===== src/rtl/slpg_pkg.sv =====
// Package for the status LED pattern generator: payload types, mode codes and timing constants.
package slpg_pkg;

   // Mode codes; code seven is unused and a request for it is ignored.
   typedef enum logic [2:0] {
      MODE_OFF          = 3'd0,
      MODE_BOOT         = 3'd1,
      MODE_CONNECTING   = 3'd2,
      MODE_CONNECTED    = 3'd3,
      MODE_DISCONNECTED = 3'd4,
      MODE_ERROR        = 3'd5,
      MODE_UPDATE       = 3'd6
   } mode_type;

   // Input item kinds.
   localparam logic KIND_TICK = 1'b0;
   localparam logic KIND_MODE = 1'b1;

   // Configuration register indexes.
   localparam logic CSR_MAX_BRIGHTNESS = 1'b0;
   localparam logic CSR_ENABLE_PRESENT = 1'b1;

   // Register reset values.
   localparam logic [7:0] MAX_BRIGHTNESS_RESET = 8'd30;
   localparam logic       ENABLE_PRESENT_RESET = 1'b1;

   // Timing in one millisecond ticks.
   localparam logic [15:0] BOOT_HALF_MS    = 16'd500;
   localparam logic [15:0] ERROR_HALF_MS   = 16'd200;
   localparam logic [15:0] CONNECTED_MS    = 16'd1000;
   localparam logic [15:0] RAMP_REFRESH_MS = 16'd20;
   localparam logic [15:0] COUNT_MAX       = 16'hFFFF;
   localparam logic [10:0] RAMP_PERIOD_MS  = 11'd2000;
   localparam logic [10:0] RAMP_HALF_MS    = 11'd1000;

   // Division by 1000 of the ramp product (below 2^18) as a reciprocal multiply.
   localparam int          RAMP_SHIFT = 28;
   localparam logic [18:0] RAMP_RECIP = 19'd268436;

   // Division by three of an 8-bit level: (x * 171) >> 9 is exact below 512.
   localparam logic [15:0] THIRD_RECIP = 16'd171;
   localparam int          THIRD_SHIFT = 9;

   // Input item.
   typedef struct packed {
      logic       kind;
      logic [2:0] new_mode;
   } req_type;

   // Result item.
   typedef struct packed {
      logic [7:0] red;
      logic [7:0] green;
      logic [7:0] blue;
      logic       power_enable;
      logic       write_strobe;
   } rsp_type;

endpackage


===== src/rtl/status_led_pattern_generator.sv =====
// Status LED pattern generator: mode machine, blink and ramp timing, and color output.
// A result passes through the middle stage and then the output register after its request transfer.
// Throughput: one item per cycle while rsp_ready does not stall the output; the mode machine updates
// in the cycle of the transfer and the ramp level is divided by 1000 in the output stage.
// Reset (synchronous, active high): mode off, counters zero, color black, enable low,
// brightness 30, enable present 1, both pipeline stages empty.
module status_led_pattern_generator (
   input  logic              clock,
   input  logic              reset,
   input  logic              req_valid,
   output logic              req_ready,
   input  slpg_pkg::req_type req_data,
   output logic              rsp_valid,
   input  logic              rsp_ready,
   output slpg_pkg::rsp_type rsp_data,
   input  logic              csr_write_enable,
   input  logic              csr_index,
   input  logic [7:0]        csr_write_data
);

   // Contents of the middle stage.
   typedef struct packed {
      logic        wr;
      logic        ramp;
      logic [23:0] colour;
      logic [17:0] product;
      logic        power_enable;
   } s1_type;

   // Configuration registers.
   logic [7:0] max_brightness_ff;
   logic       enable_present_ff;

   // Mode machine state.
   slpg_pkg::mode_type mode_ff, mode_in;
   logic        lit_ff, lit_in;
   logic        enable_level_ff, enable_level_in;
   logic [15:0] since_toggle_ff, since_toggle_in;
   logic [15:0] mode_age_ff, mode_age_in;
   logic [10:0] phase_ff, phase_in;

   // Pipeline registers.
   logic              s1_valid_ff;
   s1_type            s1_ff, s1_in;
   logic              rsp_valid_ff;
   slpg_pkg::rsp_type rsp_data_ff, rsp_data_in;

   // Handshake and datapath signals.
   logic        req_fire;
   logic        s2_take;
   logic        s1_take;
   logic [15:0] st_inc;
   logic [15:0] age_inc;
   logic [10:0] phase_inc;
   logic [9:0]  tri_level;
   logic [17:0] ramp_product;
   logic [15:0] third_product;
   logic [7:0]  third;
   logic        en_set;
   logic        en_clr;
   logic [36:0] quot_full;
   logic [7:0]  ramp_level;

   // Flow control: the output register frees when taken, the middle stage when it moves on.
   assign s2_take   = !rsp_valid_ff || rsp_ready;
   assign s1_take   = !s1_valid_ff || s2_take;
   assign req_ready = s1_take;
   assign req_fire  = req_valid && s1_take;
   assign rsp_valid = rsp_valid_ff;
   assign rsp_data  = rsp_data_ff;

   // Saturating counters and the ramp phase, which tracks mode_age modulo the period.
   assign st_inc  = (since_toggle_ff == slpg_pkg::COUNT_MAX) ? since_toggle_ff
                                                             : since_toggle_ff + 16'd1;
   assign age_inc = (mode_age_ff == slpg_pkg::COUNT_MAX) ? mode_age_ff
                                                         : mode_age_ff + 16'd1;
   always_comb begin
      if (mode_age_ff == slpg_pkg::COUNT_MAX) begin
         phase_inc = phase_ff;
      end else if (phase_ff == slpg_pkg::RAMP_PERIOD_MS - 11'd1) begin
         phase_inc = '0;
      end else begin
         phase_inc = phase_ff + 11'd1;
      end
   end

   // Triangle level before scaling, and its product with the full level.
   always_comb begin
      if (phase_inc < slpg_pkg::RAMP_HALF_MS) begin
         tri_level = phase_inc[9:0];
      end else begin
         tri_level = 10'(slpg_pkg::RAMP_PERIOD_MS - phase_inc);
      end
   end
   assign ramp_product = {8'b0, tri_level} * {10'b0, max_brightness_ff};

   // One third of the full level for the connecting color.
   assign third_product = {8'b0, max_brightness_ff} * slpg_pkg::THIRD_RECIP;
   assign third = 8'(third_product >> slpg_pkg::THIRD_SHIFT);

   // Mode machine: next state and the color write of the transferred item.
   always_comb begin
      mode_in         = mode_ff;
      lit_in          = lit_ff;
      enable_level_in = enable_level_ff;
      since_toggle_in = since_toggle_ff;
      mode_age_in     = mode_age_ff;
      phase_in        = phase_ff;
      s1_in           = '0;
      s1_in.product   = ramp_product;
      en_set          = 1'b0;
      en_clr          = 1'b0;
      if (req_fire) begin
         if (req_data.kind == slpg_pkg::KIND_TICK) begin
            since_toggle_in = st_inc;
            mode_age_in     = age_inc;
            phase_in        = phase_inc;
            case (mode_ff)
               slpg_pkg::MODE_BOOT: begin
                  if (st_inc >= slpg_pkg::BOOT_HALF_MS) begin
                     since_toggle_in = '0;
                     lit_in          = !lit_ff;
                     s1_in.wr        = 1'b1;
                     if (!lit_ff) begin
                        s1_in.colour = {max_brightness_ff, max_brightness_ff,
                                        max_brightness_ff};
                        en_set       = 1'b1;
                     end else begin
                        en_clr = 1'b1;
                     end
                  end
               end
               slpg_pkg::MODE_ERROR: begin
                  if (st_inc >= slpg_pkg::ERROR_HALF_MS) begin
                     since_toggle_in = '0;
                     lit_in          = !lit_ff;
                     s1_in.wr        = 1'b1;
                     if (!lit_ff) begin
                        s1_in.colour = {max_brightness_ff, 16'b0};
                        en_set       = 1'b1;
                     end else begin
                        en_clr = 1'b1;
                     end
                  end
               end
               slpg_pkg::MODE_CONNECTED: begin
                  // The green period ends by falling back to off.
                  if (age_inc >= slpg_pkg::CONNECTED_MS) begin
                     mode_in         = slpg_pkg::MODE_OFF;
                     since_toggle_in = '0;
                     mode_age_in     = '0;
                     phase_in        = '0;
                     lit_in          = 1'b0;
                     s1_in.wr        = 1'b1;
                     en_clr          = 1'b1;
                  end
               end
               slpg_pkg::MODE_UPDATE: begin
                  if (st_inc >= slpg_pkg::RAMP_REFRESH_MS) begin
                     since_toggle_in = '0;
                     s1_in.wr        = 1'b1;
                     s1_in.ramp      = 1'b1;
                     en_set          = 1'b1;
                  end
               end
               default: begin
               end
            endcase
         end else if ((req_data.new_mode <= slpg_pkg::MODE_UPDATE) &&
                      (req_data.new_mode != mode_ff)) begin
            mode_in         = slpg_pkg::mode_type'(req_data.new_mode);
            since_toggle_in = '0;
            mode_age_in     = '0;
            phase_in        = '0;
            lit_in          = 1'b0;
            case (slpg_pkg::mode_type'(req_data.new_mode))
               slpg_pkg::MODE_OFF: begin
                  s1_in.wr = 1'b1;
                  en_clr   = 1'b1;
               end
               slpg_pkg::MODE_CONNECTING: begin
                  s1_in.wr     = 1'b1;
                  s1_in.colour = {max_brightness_ff, third, 8'b0};
                  en_set       = 1'b1;
               end
               slpg_pkg::MODE_DISCONNECTED: begin
                  s1_in.wr     = 1'b1;
                  s1_in.colour = {max_brightness_ff, 16'b0};
                  en_set       = 1'b1;
               end
               slpg_pkg::MODE_CONNECTED: begin
                  s1_in.wr     = 1'b1;
                  s1_in.colour = {8'b0, max_brightness_ff, 8'b0};
                  en_set       = 1'b1;
               end
               slpg_pkg::MODE_BOOT: begin
                  lit_in       = 1'b1;
                  s1_in.wr     = 1'b1;
                  s1_in.colour = {max_brightness_ff, max_brightness_ff, max_brightness_ff};
                  en_set       = 1'b1;
               end
               slpg_pkg::MODE_ERROR: begin
                  lit_in       = 1'b1;
                  s1_in.wr     = 1'b1;
                  s1_in.colour = {max_brightness_ff, 16'b0};
                  en_set       = 1'b1;
               end
               default: begin
               end
            endcase
         end
      end
      // The enable level only follows writes when an enable output is wired.
      if (enable_present_ff) begin
         if (en_set) begin
            enable_level_in = 1'b1;
         end
         if (en_clr) begin
            enable_level_in = 1'b0;
         end
      end
      s1_in.power_enable = enable_present_ff && enable_level_in;
   end

   // Output stage: divide the ramp product by 1000 and update the held color.
   assign quot_full  = {19'b0, s1_ff.product} * {18'b0, slpg_pkg::RAMP_RECIP};
   assign ramp_level = quot_full[slpg_pkg::RAMP_SHIFT +: 8];

   always_comb begin
      rsp_data_in = rsp_data_ff;
      rsp_data_in.power_enable = s1_ff.power_enable;
      rsp_data_in.write_strobe = s1_ff.wr;
      if (s1_ff.wr) begin
         if (s1_ff.ramp) begin
            {rsp_data_in.red, rsp_data_in.green, rsp_data_in.blue} = {16'b0, ramp_level};
         end else begin
            {rsp_data_in.red, rsp_data_in.green, rsp_data_in.blue} = s1_ff.colour;
         end
      end
   end

   // State, configuration and pipeline registers.
   always_ff @(posedge clock) begin
      if (reset) begin
         max_brightness_ff <= slpg_pkg::MAX_BRIGHTNESS_RESET;
         enable_present_ff <= slpg_pkg::ENABLE_PRESENT_RESET;
         mode_ff           <= slpg_pkg::MODE_OFF;
         lit_ff            <= 1'b0;
         enable_level_ff   <= 1'b0;
         since_toggle_ff   <= '0;
         mode_age_ff       <= '0;
         phase_ff          <= '0;
         s1_valid_ff       <= 1'b0;
         rsp_valid_ff      <= 1'b0;
         rsp_data_ff       <= '0;
      end else begin
         if (csr_write_enable) begin
            case (csr_index)
               slpg_pkg::CSR_MAX_BRIGHTNESS: max_brightness_ff <= csr_write_data;
               slpg_pkg::CSR_ENABLE_PRESENT: enable_present_ff <= csr_write_data[0];
               default: begin
               end
            endcase
         end
         mode_ff         <= mode_in;
         lit_ff          <= lit_in;
         enable_level_ff <= enable_level_in;
         since_toggle_ff <= since_toggle_in;
         mode_age_ff     <= mode_age_in;
         phase_ff        <= phase_in;
         if (s1_take) begin
            s1_valid_ff <= req_fire;
         end
         if (s2_take) begin
            rsp_valid_ff <= s1_valid_ff;
            if (s1_valid_ff) begin
               rsp_data_ff <= rsp_data_in;
            end
         end
      end
      if (req_fire) begin
         s1_ff <= s1_in;
      end
   end

   // The connected period never outlives its timeout.
   assert property (@(posedge clock) disable iff (reset)
      (mode_ff == slpg_pkg::MODE_CONNECTED) |-> (mode_age_ff < slpg_pkg::CONNECTED_MS))
      else $error("connected mode outlived its timeout");

   // The ramp phase stays inside one period.
   assert property (@(posedge clock) disable iff (reset)
      phase_ff < slpg_pkg::RAMP_PERIOD_MS)
      else $error("ramp phase out of range");

   // Only the blinking modes can be lit.
   assert property (@(posedge clock) disable iff (reset)
      lit_ff |-> ((mode_ff == slpg_pkg::MODE_BOOT) || (mode_ff == slpg_pkg::MODE_ERROR)))
      else $error("lit outside a blinking mode");

   // An item that writes no color leaves the held color as it was.
   assert property (@(posedge clock) disable iff (reset)
      (s2_take && s1_valid_ff && !s1_ff.wr) |=>
      ({rsp_data_ff.red, rsp_data_ff.green, rsp_data_ff.blue} ==
       $past({rsp_data_ff.red, rsp_data_ff.green, rsp_data_ff.blue})))
      else $error("color changed without a write");

endmodule


===== config.mk =====
export PLATFORM = sky130hd
export DESIGN_NAME = status_led_pattern_generator
export DESIGN_NICKNAME = d
export VERILOG_FILES = /design/src/rtl/slpg_pkg.sv /design/src/rtl/status_led_pattern_generator.sv
export SDC_FILE = /design/constraint.sdc
export NUM_CORES = 1
export LEC_CHECK = 0
export ABC_CLOCK_PERIOD_IN_PS = 16000
export BUFFER_PORTS_ARGS = -buffer_cell sky130_fd_sc_hd__buf_2
export CORE_ASPECT_RATIO = 1.4
export CORE_MARGIN = 3
export CORE_UTILIZATION = 70
export CTS_BUF_LIST = sky130_fd_sc_hd__clkbuf_16
export DETAILED_ROUTE_END_ITERATION = 8
export HOLD_SLACK_MARGIN = 0.05
export PLACE_DENSITY_LB_ADDON = 0.3
export SLEW_MARGIN = 10
export SYNTH_ARGS = -nofsm -noshare
export SYNTH_HDL_FRONTEND = slang
export SYNTH_SLANG_ARGS = --single-unit
export TNS_END_PERCENT = 10

===== constraint.sdc =====
create_clock -name clock -period 16 [get_ports clock]
set_input_delay 0.8 -clock clock [delete_from_list [all_inputs] [get_ports clock]]
set_output_delay 0.8 -clock clock [all_outputs]
set_load 0.005 [all_outputs]

==> metrics.md <==
| Metric | Value |
|---|---|
| Vias in the first global route | `11,690` |
| Clk buf depth | `2` |
| CP required | `16,170 ps` |
| Grt met3 use | `4.852%` |
| Met1 usage | `36.64%` |
| DRT Wirelength | `33,650 um` |
| Die Wd | `124.8 um` |
| DIE AREA | `21,500 um^2` |
| Skew final | `15.04 ps` |
| Layout cells sized above 1 | `6.952%` |
| CP Max Fanout | `12` |
| Setup ws final | `8343 ps` |
| Max-capacitance violation count | `0` |
| Detail Route Antenna Nets | `0` |
| Cell count after synthesis | `1,539` |
| Post-CTS Hold Fix Bufs | `0` |
| Die Ht | `172.3 um` |
| Asr flop ratio synth | `0%` |
| Post-CTS setup buffer count | `0` |
| Port Buffers | `45` |
| Layout area overhead | `6.922%` |
| Reg clk slew, reported paths | `60 ps` |
| Max frequency | `0.1306 GHz` |
| CTS tree | `done` |
| Critical Path Source Type | `flip-flop` |
| Distinct cells, synth | `77` |
| Endpoint class of the critical path | `flip-flop` |
| Mean Syn Cell Area | `8.985 um^2` |
| Synth Register Bits | `130` |
| Fin crit period | `7657 ps` |
| Most frequent cells in the layout | `inv_1, ha_1, nor2_1` |
| Main synth FF type | `dfxtp_1` |
| Gpl congestion | `0.9346` |
| Cell Chain, Critical Path | `nand4_1 -> nor3_2 -> a22oi_1 -> o21ai_0 -> and3b_1 -> a31o_2 -> nor2_1 -> a21oi_1 -> nand2b_1 -> fa_1 -> fa_1 -> inv_1 -> fa_1 -> inv_1 -> fa_1 -> inv_1 -> ha_1 -> a21boi_0 -> o21ai_0 -> a211oi_1 -> o31ai_1 -> o21bai_1 -> a21oi_1 -> xnor2_1` |
| Clock sinks | `130` |
| Most common cell after layout, fill and taps aside | `inv_1` |
| Final Setup Violations | `0` |
| Syn_nets | `1,890` |
| DP HPWL | `25,170 um` |
| Row Count | `60` |
| Vias per Instance | `6.222` |
| Worst vdd ir | `0.07289 mV` |
| Ant. Diodes | `0` |
| Met2 usage in global routing | `58.52%` |
| Initial Util | `71.67%` |
| H-tree depth | `4` |
| Register area share after synthesis | `22.08%` |
| Largest net degree at the start of global routing | `65` |
| Synthesized area | `13,830 um^2` |
| Most used cell, CP | `fa_1` |
| Yosys warnings | `0` |
| Initial drt markers | `801` |
| Total CTS buffers | `17` |
| Core area | `19,290 um^2` |
| Max stage delay cell, worst path | `a21oi_1` |
| RSZ-0062 raised after global routing | `false` |
| Crit path arrival time | `7830 ps` |
| Final max-slew violation count | `0` |
| # IOs | `46` |
| Worst-Margin Slew | `1101 ps` |
| CP Class | `reg -> reg` |
| Post-route DRC | `0` |
| First-pass GRT wire length | `55,940 um` |
| Post-place setup slack | `8504 ps` |
| Pleak | `7.224 nW` |
| WL/cell | `18.53 um` |
| Fin crit share | `47.86%` |
| Clk_lat worst skew | `430 ps` |
| Via count | `11,300` |
| CTS root buf | `clkbuf_16` |
| Total gr overflow | `0` |
| Setup TNS | `0 ps` |
| Status | `completed` |
| Rel. slew slack | `26.41%` |
| Final net count | `1,906` |
| Total GRT Usage | `31.91%` |
| CTS resizes | `0` |
| Pwr dens | `88.41 nW/um^2` |
| Min-Delay Path Class | `reg -> reg` |
| Final hold violations | `0` |
| Number of synthesized flops with an enable pin | `45` |
| CP max stage delay | `550 ps` |
| TritonRoute pass-1 iters | `7` |
| Layer with the highest usage | `met2` |
| Initial antenna violation count | `0` |
-- layer usage --
| metal | vias up | part of all wire [%] |
|---|---|---|
| met5 | - | 0 |
| met4 | 0 | 3.9 |
| met3 | 109 | 4.6 |
| met2 | 397 | 52 |
| met1 | 5464 | 39 |
| li1 | 5329 | - |
-- Yosys cell counts (all sizes together), types with 24 or more instances --
master	number	share of area [%]
ha	227	21
nor2b	39	1.8
nand2	83	2.3
o21ai	49	1.8
dfxtp	85	12
edfxtp	45	9.8
and2	41	1.9
nor3	33	1.3
clkbuf	41	1.1
fa	106	15
a21oi	88	3.2
and3	31	1.4
nor2	114	3.1
nand3	39	1.4
xnor2	24	1.5
inv	230	6.2
-- area by class of cell --
type | count | area, um^2
clock buffers | 20 | 500.5
clock inverters | 12 | 103.9
fillers | 1339 | 4508
inverters | 232 | 870.8
multi-input cells | 1120 | 9654
flip-flops and latches | 130 | 3053
well taps | 248 | 310.3
repair buffers | 54 | 292.8
-- flip-flops by register name, summed over array words and instances, names as in the netlist --
name,flops
s1_ff,43
rsp_data,26
mode_age_ff,16
since_toggle_ff,16
phase_ff,11
max_brightness_ff,8
mode_ff,3
rsp_data_in,2
enable_level_ff,1
enable_present_ff,1
lit_ff,1
rsp_valid,1
s1_valid_ff,1
-- where the power goes --
part,switching [W],internal (W)
Clock,0.000154,0.000241
Combinational,0.000304,0.000231
Sequential,0.0000212,0.000357
Total,0.000478,0.000829
-- kinds of logic (layout without fill, tap and decap cells) --
logic type	count (synthesis)	after routing	synth area share [%]
adder cells (fa/ha/maj)	333	333	35.88
XOR/XNOR	41	41	2.597
flip-flops	130	130	22.08
multiplexers	12	12	0.8867
AND/OR/NAND/NOR	460	460	17.30
buffers and inverters	289	318	8.134
AO/OA/AOI/OAI	274	274	13.12
-- path summary, 6_finish.rpt --
kind | depth (start not counted) | slack, ps | end | from
setup / recovery | 24 | 8340 | s1_ff[18] | mode_age_ff[7]
hold / removal | 2 | 480 | rsp_data[9] | rsp_data[9]
setup reg to reg | 24 | 8340 | s1_ff[18] | mode_age_ff[7]
hold reg to reg | 2 | 480 | rsp_data[9] | rsp_data[9]
-- stage by stage --
| stage | instances | power [W] | utilization [%] | area (um^2) | hold WS, ps |
|---|---|---|---|---|---|
| after global placement | 1784 | 0.0008647 | 73.50 | 14180 | 443.4 |
| final | 1816 | 0.001307 | 76.63 | 14790 | 479.9 |
| after CTS | 1816 | 0.001312 | 76.63 | 14790 | 481.5 |
| after floorplan | 1539 | 0.0007580 | - | 13830 | 452.7 |
| after global routing | 1816 | 0.001410 | 76.63 | 14790 | 509.5 |
| after detailed placement | 1784 | 0.0009058 | 73.50 | 14180 | 468.5 |
-- worst max-delay path, delay by kind of cell, from the launching register on --
kind	cells	cell delay, ps
AND/OR/NAND/NOR	5	1410
AO/OA/AOI/OAI	10	2940
adder cells (fa/ha/maj)	5	2360
buffers and inverters	3	140
XOR/XNOR	1	100
flip-flops	1	440
Power figures use the tool's default switching activity.
